### src/hdl/hcdt_pkg.sv
// Shared types, codes and a helper function for the divider/timer block.
// Used by hcdt_core and by the top level; depends on nothing else.
package hcdt_pkg;

    localparam logic [1:0] MODE_TICK  = 2'd0;
    localparam logic [1:0] MODE_READ  = 2'd1;
    localparam logic [1:0] MODE_WRITE = 2'd2;

    localparam logic [1:0] REG_DIV  = 2'd0;
    localparam logic [1:0] REG_TIMA = 2'd1;
    localparam logic [1:0] REG_TMA  = 2'd2;
    localparam logic [1:0] REG_TAC  = 2'd3;

    localparam logic [2:0] RELOAD_DELAY = 3'd4;
    localparam logic [2:0] WINDOW_LEN   = 3'd4;

    typedef struct packed {
        logic [7:0] write_data;
        logic [1:0] reg_select;
        logic [1:0] mode;
    } item_t;

    typedef struct packed {
        logic       timer_irq;
        logic [7:0] read_data;
    } result_t;

    // Counter bit chosen by the TAC select field, gated by the enable bit.
    function automatic logic gated_bit(input logic [15:0] counter, input logic [7:0] control);
        logic b;
        begin
            unique case (control[1:0])
                2'd0:    b = counter[9];
                2'd1:    b = counter[3];
                2'd2:    b = counter[5];
                default: b = counter[7];
            endcase
            return b & control[2];
        end
    endfunction

endpackage

### src/hdl/hcdt_core.sv
// Timer state registers and the single-pass update for one item.
// Depends on hcdt_pkg for the item and result types and the codes.
module hcdt_core
    import hcdt_pkg::*;
(
    input  logic    clk,
    input  logic    rst_n,
    input  logic    step,
    input  item_t   item,
    output result_t result
);

    logic [15:0] cnt_reg, cnt_next;
    logic [7:0]  tima_reg, tima_next;
    logic [7:0]  tma_reg, tma_next;
    logic [7:0]  tac_reg, tac_next;
    logic [2:0]  delay_reg, delay_next;
    logic [2:0]  window_reg, window_next;
    logic        active_reg, active_next;
    logic        last_reg, last_next;

    always_ff @(posedge clk or negedge rst_n)
    begin
        if (!rst_n)
        begin
            cnt_reg    <= '0;
            tima_reg   <= '0;
            tma_reg    <= '0;
            tac_reg    <= '0;
            delay_reg  <= '0;
            window_reg <= '0;
            active_reg <= 1'b0;
            last_reg   <= 1'b0;
        end
        else
        begin
            cnt_reg    <= cnt_next;
            tima_reg   <= tima_next;
            tma_reg    <= tma_next;
            tac_reg    <= tac_next;
            delay_reg  <= delay_next;
            window_reg <= window_next;
            active_reg <= active_next;
            last_reg   <= last_next;
        end
    end

    always_comb
    begin
        logic now_bit;
        logic fall;
        cnt_next    = cnt_reg;
        tima_next   = tima_reg;
        tma_next    = tma_reg;
        tac_next    = tac_reg;
        delay_next  = delay_reg;
        window_next = window_reg;
        active_next = active_reg;
        last_next   = last_reg;
        result      = '0;
        now_bit     = 1'b0;
        fall        = 1'b0;
        if (step)
        begin
            unique case (item.mode)
                MODE_TICK:
                begin
                    if (window_next != 3'd0)
                    begin
                        window_next = window_next - 3'd1;
                        if (window_next == 3'd0)
                        begin
                            active_next = 1'b0;
                        end
                    end
                    if (delay_next != 3'd0)
                    begin
                        delay_next = delay_next - 3'd1;
                        if (delay_next == 3'd0)
                        begin
                            tima_next        = tma_reg;
                            result.timer_irq = 1'b1;
                            window_next      = WINDOW_LEN;
                            active_next      = 1'b1;
                        end
                    end
                    cnt_next  = cnt_reg + 16'd1;
                    now_bit   = gated_bit(cnt_next, tac_reg);
                    fall      = last_reg & ~now_bit;
                    last_next = now_bit;
                end
                MODE_READ:
                begin
                    unique case (item.reg_select)
                        REG_DIV:  result.read_data = cnt_reg[15:8];
                        REG_TIMA: result.read_data = tima_reg;
                        REG_TMA:  result.read_data = tma_reg;
                        default:  result.read_data = tac_reg;
                    endcase
                end
                MODE_WRITE:
                begin
                    unique case (item.reg_select)
                        REG_DIV:
                        begin
                            cnt_next  = '0;
                            now_bit   = gated_bit(16'd0, tac_reg);
                            fall      = last_reg & ~now_bit;
                            last_next = now_bit;
                        end
                        REG_TIMA:
                        begin
                            if (delay_reg != 3'd0)
                            begin
                                active_next = 1'b0;
                                delay_next  = '0;
                            end
                            if (window_reg != 3'd0)
                            begin
                                tima_next = tma_reg;
                            end
                            else
                            begin
                                tima_next = item.write_data;
                            end
                        end
                        REG_TMA:
                        begin
                            if (active_reg)
                            begin
                                tima_next = item.write_data;
                            end
                            tma_next = item.write_data;
                        end
                        default:
                        begin
                            now_bit   = gated_bit(cnt_reg, item.write_data);
                            fall      = last_reg & ~now_bit;
                            last_next = now_bit;
                            tac_next  = item.write_data;
                        end
                    endcase
                end
                default:
                begin
                    result = '0;
                end
            endcase
            if (fall)
            begin
                tima_next = tima_next + 8'd1;
                if (tima_next == 8'd0)
                begin
                    delay_next = RELOAD_DELAY;
                end
            end
        end
    end

endmodule

### src/hdl/handheld_console_divider_timer_core.sv
// Top level of the divider/timer block: input register, timer core, result register.
// Depends on hcdt_pkg and hcdt_core.
//
// Usage: each item on the slave stream is one clock tick, one register read or
// one register write, chosen by the mode in tuser; each item gives exactly one
// result item on the master stream carrying read data and the interrupt flag.
// An accepted item waits in the input register until the result register is free
// or being taken; there the core updates the timer state and forms the result,
// which is then held in the result register.
// One item is accepted in every cycle while results are taken; the rate is set
// by the core, which does the whole state update for an item in one pass.
// When the receiver stalls, the result register holds its item and the input
// register fills; the slave side then drops tready until the stall clears, and
// no item is lost or repeated.
// Reset clears the counter, all timer registers and both stages.
module handheld_console_divider_timer_core
    import hcdt_pkg::*;
(
    input  logic        clk,
    input  logic        rst_n,
    input  logic        s_axis_tvalid,
    output logic        s_axis_tready,
    input  logic [7:0]  s_axis_tdata,   // [7:0] write_data
    input  logic [3:0]  s_axis_tuser,   // [1:0] mode, [3:2] reg_select
    output logic        m_axis_tvalid,
    input  logic        m_axis_tready,
    output logic [15:0] m_axis_tdata    // [7:0] read_data, [8] timer_irq, rest zero
);

    item_t   item_reg;
    logic    in_valid_reg;
    result_t result_reg;
    logic    out_valid_reg;
    result_t core_result;
    logic    advance;

    assign advance       = in_valid_reg & (~out_valid_reg | m_axis_tready);
    assign s_axis_tready = ~in_valid_reg | advance;

    always_ff @(posedge clk or negedge rst_n)
    begin
        if (!rst_n)
        begin
            in_valid_reg  <= 1'b0;
            out_valid_reg <= 1'b0;
        end
        else
        begin
            if (s_axis_tready)
            begin
                in_valid_reg <= s_axis_tvalid;
            end
            if (advance)
            begin
                out_valid_reg <= 1'b1;
            end
            else if (m_axis_tready)
            begin
                out_valid_reg <= 1'b0;
            end
        end
    end

    always_ff @(posedge clk)
    begin
        if (s_axis_tready && s_axis_tvalid)
        begin
            item_reg.mode       <= s_axis_tuser[1:0];
            item_reg.reg_select <= s_axis_tuser[3:2];
            item_reg.write_data <= s_axis_tdata;
        end
        if (advance)
        begin
            result_reg <= core_result;
        end
    end

    hcdt_core u_core (
        .clk    (clk),
        .rst_n  (rst_n),
        .step   (advance),
        .item   (item_reg),
        .result (core_result)
    );

    assign m_axis_tvalid = out_valid_reg;
    assign m_axis_tdata  = {7'd0, result_reg.timer_irq, result_reg.read_data};

endmodule
### config.mk
export PLATFORM = sky130hd
export DESIGN_NAME = handheld_console_divider_timer_core
export DESIGN_NICKNAME = d
export VERILOG_FILES = /design/src/hdl/hcdt_pkg.sv /design/src/hdl/hcdt_core.sv /design/src/hdl/handheld_console_divider_timer_core.sv
export SDC_FILE = /design/constraint.sdc
export NUM_CORES = 1
export LEC_CHECK = 0
export BUFFER_PORTS_ARGS = -buffer_cell sky130_fd_sc_hd__clkbuf_2
export CORE_MARGIN = 4
export CORE_UTILIZATION = 35
export CTS_CLUSTER_DIAMETER = 150
export CTS_CLUSTER_SIZE = 24
export DETAILED_ROUTE_END_ITERATION = 10
export GPL_TIMING_DRIVEN = 0
export HOLD_SLACK_MARGIN = 0.15
export PLACE_DENSITY = 0.62
export SYNTH_ARGS = -nofsm -noshare
export SYNTH_HDL_FRONTEND = slang
export SYNTH_SLANG_ARGS = --single-unit
### constraint.sdc
create_clock -name clk -period 3.8 [get_ports clk]
set_input_delay 0.38 -clock clk [delete_from_list [all_inputs] [get_ports clk]]
set_output_delay 0.38 -clock clk [all_outputs]
set_load 0.005 [all_outputs]
Word-level counts from Yosys, hierarchy flattened

Index checks and enable logic that the tools add are counted.

Register bits: 71
Bits in latches: 0
Memory bits (writable): 0
Bits in read-only memories: 0
Input port bits: 16
Output and inout bits: 18
Logic and storage cells: 112
Memories kept: 0

Add/sub/neg operators: 4
Multiply operators: 0
Div/mod/pow operators: 0
Order comparisons: 0
Eq/ne operators: 12
Shifts and indexed selects: 0
Mux-type cells: 45
Bitwise operators: 15
Reduce and logical (&&, ||, !) cells: 21

Operator list:

| cell                    | number |
|---|---|
| $mux W8                 | 6 |
| $pmux W16 S2            | 1 |
| $pmux W8 S2             | 2 |
| $mux W3                 | 8 |
| $pmux W8 S3             | 1 |
| $mux W1                 | 18 |
| $add A16 B1 Y16 const B | 1 |
| $mux W16                | 1 |
| $reduce_and A3 Y1       | 4 |
| $pmux W1 S2             | 5 |
| $add A8 B1 Y8 const B   | 1 |
| $eq A2 B1 Y1 const B    | 4 |
| $eq A2 B2 Y1 const B    | 4 |
| $logic_not A2 Y1        | 4 |
| $logic_not A8 Y1        | 1 |
| $and A1 B1 Y1           | 7 |
| $logic_not A3 Y1        | 2 |
| $ne A2 B2 Y1 const B    | 3 |
| $not A1 Y1              | 6 |
| $pmux W1 S3             | 2 |
| $pmux W3 S2             | 1 |
| $reduce_bool A3 Y1      | 2 |
| $sub A3 B1 Y3 const B   | 2 |
| $reduce_and A2 Y1       | 2 |
| other kinds (7)         | 9 |

Depth between registers and ports, before layout

Depth after elaboration: 12
Gate-level depth with buffers: 11
Mapped depth without buffers: 11

Modules after synthesis

From an unflattened synthesis, not the netlist that was laid out.

Cells, all modules: 439
Area, all modules: 4305.4 um2

Modules (own cells, without submodules):

| module                              | instances | cells each | area an instance (um2) |
|---|---|---|---|
| hcdt_core                           | 1         | 402        | 3514.6 |
| handheld_console_divider_timer_core | 1         | 37         | 790.8 |

Least setup slack after synthesis

No wires, ideal clock.

Kind: reg-to-reg
Start: reg u_core.delay_reg[0]
End: reg u_core.delay_reg[2]
Setup time: 0.118 ns
Data arrival time: 2.545 ns
Path slack: 1.137 ns
Cell stages (with the launch flop): 10
Buffers on the path: 0
Clock period less this slack: 2.663 ns
Cell sequence: dfrtp_1 -> inv_1 -> ha_1 -> or3_4 -> a311o_1 -> or2_1 -> a221oi_2 -> nor4b_1 -> a22o_1 -> a21o_1

Longest elaborated chain between the ends: 10

RTL lines:

| what                   | RTL line         | text |
|---|---|---|
| start, declared        | hcdt_core.sv:17  | `logic [2:0] delay_reg, delay_next;` |
| start signal, assigned | hcdt_core.sv:41  | `delay_reg <= delay_next;` |
| $sub A3 B1 Y3          | hcdt_core.sv:78  | `delay_next = delay_next - 3'd1;` |
| $logic_not A3 Y1       | hcdt_core.sv:79  | `if (delay_next == 3'd0)` |
| $mux W8                | hcdt_core.sv:79  |  |
| $mux W8                | hcdt_core.sv:76  | `if (delay_next != 3'd0)` |
| $pmux W8 S2            | hcdt_core.sv:65  | `unique case (item.mode)` |
| $mux W8                | hcdt_core.sv:63  | `if (step)` |
| $add A8 B1 Y8          | hcdt_core.sv:151 | `tima_next = tima_next + 8'd1;` |
| $logic_not A8 Y1       | hcdt_core.sv:152 | `if (tima_next == 8'd0)` |
| $mux W3                | hcdt_core.sv:152 |  |
| $mux W3 (*)            | hcdt_core.sv:149 | `if (fall)` |

Mark *: on every way between the ends. The rest lies on a longest branch, timed or not. The select of a mux whose other input is x is not followed.
A chain may end at the register's enable or synchronous reset.

Worst setup path in the final report

Start: reg u_core.window_reg[0]
End: reg u_core.delay_reg[0]

Longest elaborated chain between the ends: 9

RTL lines:

| what                   | RTL line         | text |
|---|---|---|
| start, declared        | hcdt_core.sv:18  | `logic [2:0] window_reg, window_next;` |
| start signal, assigned | hcdt_core.sv:42  | `window_reg <= window_next;` |
| $reduce_bool A3 Y1     | hcdt_core.sv:118 | `if (window_reg != 3'd0)` |
| $mux W8                | hcdt_core.sv:118 |  |
| $pmux W8 S2            | hcdt_core.sv:103 | `unique case (item.reg_select)` |
| $pmux W8 S2            | hcdt_core.sv:65  |  |
| $mux W8                | hcdt_core.sv:63  |  |
| $add A8 B1 Y8          | hcdt_core.sv:151 |  |
| $logic_not A8 Y1       | hcdt_core.sv:152 |  |
| $mux W3                | hcdt_core.sv:152 |  |
| $mux W3                | hcdt_core.sv:149 |  |

No other way between the ends. The select of a mux whose other input is x is not followed.

==> results.txt <==
Critical R2R Launch -> u_core.window_reg[0]
Avg Vias per Cell -> 5.54
DPL Wire Length -> 7.60 mm
Area grow syn2layout -> 16.1%
Routability cong. -> 0.864
Avg Cell Area, Syn -> 10.1 um^2
Total GRT Usage -> 16.2%
Crit path largest cell delay -> 0.50 ns
Peak supply drop -> 0.218 mV
Final period utilization -> 79.3%
Clock Latency Late Sink -> 0.35 ns
Ranking of synthesized cells by area -> dfrtp_1 (30%), edfxtp_1 (15%), mux2_2 (5.1%), nor2_1 (4.0%), ha_1 (3.9%)
FF-to-FF End -> u_core.delay_reg[0]
Worst endpoint required time -> 4.02 ns
Fin Hold WS -> 0.207 ns
R2R depth -> 9
CTS root buf -> clkbuf_16
First-pass GRT wire length -> 17.0 mm
P per Cell Area -> 595 nW/um^2
Critical-path cell list -> inv_1 -> ha_1 -> nor2b_1 -> o21ai_0 -> o31ai_1 -> a221oi_4 -> a2111oi_2 -> a22o_1 -> a21oi_1
EDFF count, synth -> 21
Slew margin rel. -> 54.3%
Htree depth -> 3
1st-pass router iterations -> 6
Hold path cells -> 1
Die Wd -> 117 um
Yosys reg bits -> 71
Hold_sp -> s_axis_tdata[4]
Pin count of the biggest net entering global routing -> 51
Fmax -> 0.332 GHz
Io pins -> 34
Fill count -> 1,126
CTS tree -> built
# setup viols final -> 0
Crit Path Class -> register to register
Num CTS Buffers -> 9
Worst setup EP type -> register
Pleak -> 2.02 nW
Syn Std Cell Area -> 4160 um^2
Hold crit path type -> input port to register
Final hold violation count -> 0
Max_cap viols -> 0
Hold Path Sink -> item_reg[8]
Die Y -> 117 um
Initial core utilization -> 36.1%
Actual slew at the worst max-slew pin -> 0.682 ns
R2R setup slack -> 0.79 ns
Synth warn -> 0
RSZ-0062 raised after global routing -> false
N_diodes -> 0
Slew Limit Fails -> 0
Worst setup SP type -> register
Vias in the first global route -> 3,298
DRC Markers -> 0
Area leader, netlist -> dfrtp_1
Vias post-DR -> 3,365
Clock-pin slew on the worst setup and hold paths -> 0.06 ns
Post-CTS Setup Inserts -> 0
Worst EP arrival -> 3.23 ns
Layout Skew -> 0.00697 ns
Min Clock Period, post-route -> 3.01 ns
Share of the synthesized area in the top cell type -> 30.1%
CP max FO -> 7
Die area -> 13,700 um^2
Largest delay contributor family on the critical path -> compound AO/OA/AOI/OAI gates
Synth Flop Type -> dfrtp_1
Initial antenna violation count -> 0
Site Rows -> 39
Clock Sink Count -> 71
Core ar. -> 11,500 um^2
Asr flop ratio synth -> 70.4%
Seq/Total Area, Yosys -> 45.2%
Port-buffer cells -> 26
Post-route ant nets -> 0
Status -> finished, final reports clean
Final-stage net count -> 488
Routed Wire Length -> 10.3 mm
Share of cells above drive strength 1 -> 19.6%
Post-synth cell types -> 72
Syn Inst Count -> 414
Worst path bufs/invs -> 1
Total gr overflow -> 0
Post-route setup TNS -> 0 ns
DR iter-0 viols -> 325
Drt wl/cell -> 16.9 um
Max reg flops -> 16
Slowest-stage cell, CP -> nor2b_1
Longest Clk Path Bufs -> 2
metal layers:
layer	track usage [%]	share of wire, %	wire (um)
met4	6.42	2.1	220
met1	20.7	44	4510
met5	0	0	0
met2	26.0	48	4900
met3	4.83	6.4	660
synthesized netlist by cell type (2+ instances only):
cell       number
dfrtp_1        50
nor2_1         44
nand2_1        38
a21oi_1        25
edfxtp_1       21
mux2_2         19
o21ai_0        17
ha_1           13
nand3_1        13
clkbuf_1       11
nor3_1         10
inv_1           9
xor2_1          9
a222oi_1        8
o31ai_1         8
a211oi_1        7
buf_4           7
nand2b_1        7
a211o_1         4
nor2b_1         4
nor4b_1         4
o21ai_1         4
o31a_1          4
or3_1           4
xnor2_1         4
a31oi_1         3
and2_1          3
buf_2           3
nand3b_1        3
nand4_1         3
nor4_1          3
o21a_1          3
a21boi_0        2
a21boi_1        2
a21o_1          2
a22o_1          2
and3_1          2
o2111ai_1       2
o211a_1         2
or2_1           2
or2_2           2
report_power, final:
group / total [mW] / internal [mW] / switching [mW] / leakage [nW]
Clock: 0.865 / 0.528 / 0.337 / 0.145
Sequential: 1.15 / 0.961 / 0.189 / 0.834
Combinational: 0.858 / 0.388 / 0.471 / 1.04
Total: 2.87 / 1.88 / 0.997 / 2.02
stage by stage:
| step | util (%) | setup slack, ns | cell area (um^2) | total power, mW | instances |
|---|---|---|---|---|---|
| 3_3_place_gp | 39.0 | 0.837 | 4490 | 1.96 | 589 |
| 3_5_place_dp | 39.0 | 0.791 | 4490 | 2.01 | 589 |
| 6_report | 41.9 | 0.785 | 4830 | 2.87 | 607 |
| 4_1_cts | 41.7 | 0.788 | 4800 | 2.88 | 605 |
| 5_1_grt | 41.9 | 0.573 | 4830 | 3.07 | 607 |
| 2_1_floorplan | - | 1.14 | 4180 | 1.77 | 420 |
layout make-up:
type | instances | area, um^2 | area share [%]
Buffer | 22 | 120 | 2.49
Clock buffer | 10 | 239 | 4.95
Clock inverter | 6 | 67.6 | 1.40
Inverter | 12 | 50.0 | 1.04
Multi-Input combinational cell | 315 | 2130 | 44.1
Sequential cell | 71 | 1880 | 39.0
Tap cell | 143 | 179 | 3.70
Timing Repair Buffer | 28 | 160 | 3.32
cell usage in the layout (no fill, tap or decap), types with 7 or more instances in the layout:
cell type	netlist	final
o21ai_0	17	17
clkbuf_16	0	9
clkbuf_1	11	11
nand2b_1	7	7
a222oi_1	8	8
clkbuf_2	0	25
nor3_1	10	10
nor2_1	44	44
dfrtp_1	50	50
edfxtp_1	21	21
o31ai_1	8	8
nand3_1	13	13
mux2_2	19	19
conb_1	1	7
a21oi_1	25	25
nand2_1	38	38
a211oi_1	7	7
ha_1	13	13
inv_1	9	9
xor2_1	9	9
buf_4	7	7
how the worst max path moves through the flow:
stage | startpoint | to | cells after the start | slack [ns]
2_1_floorplan | u_core.delay_reg[0] | u_core.delay_reg[2] | 9 | 1.14
3_3_place_gp | u_core.window_reg[0] | u_core.delay_reg[1] | 9 | 0.84
3_5_place_dp | u_core.window_reg[0] | u_core.delay_reg[0] | 9 | 0.79
4_1_cts | u_core.window_reg[0] | u_core.delay_reg[0] | 9 | 0.79
5_1_grt | u_core.window_reg[0] | u_core.delay_reg[0] | 9 | 0.57
6_report | u_core.window_reg[0] | u_core.delay_reg[0] | 9 | 0.79
cell families after synthesis:
group,share of synthesized area (%)
fa+ha+maj,3.91
buf+inv,4.09
xor+xnor,2.74
compound gates,19.4
simple gates,18.6
mux,5.92
flops,45.2
other cells,0.0901
repair_timing:
action / in CTS / in global routing
gates resized for setup: 0 / 0
hold buffers: 0 / 1
hold endpoints to repair: 0 / 14
(Power assumes the default switching activity.)
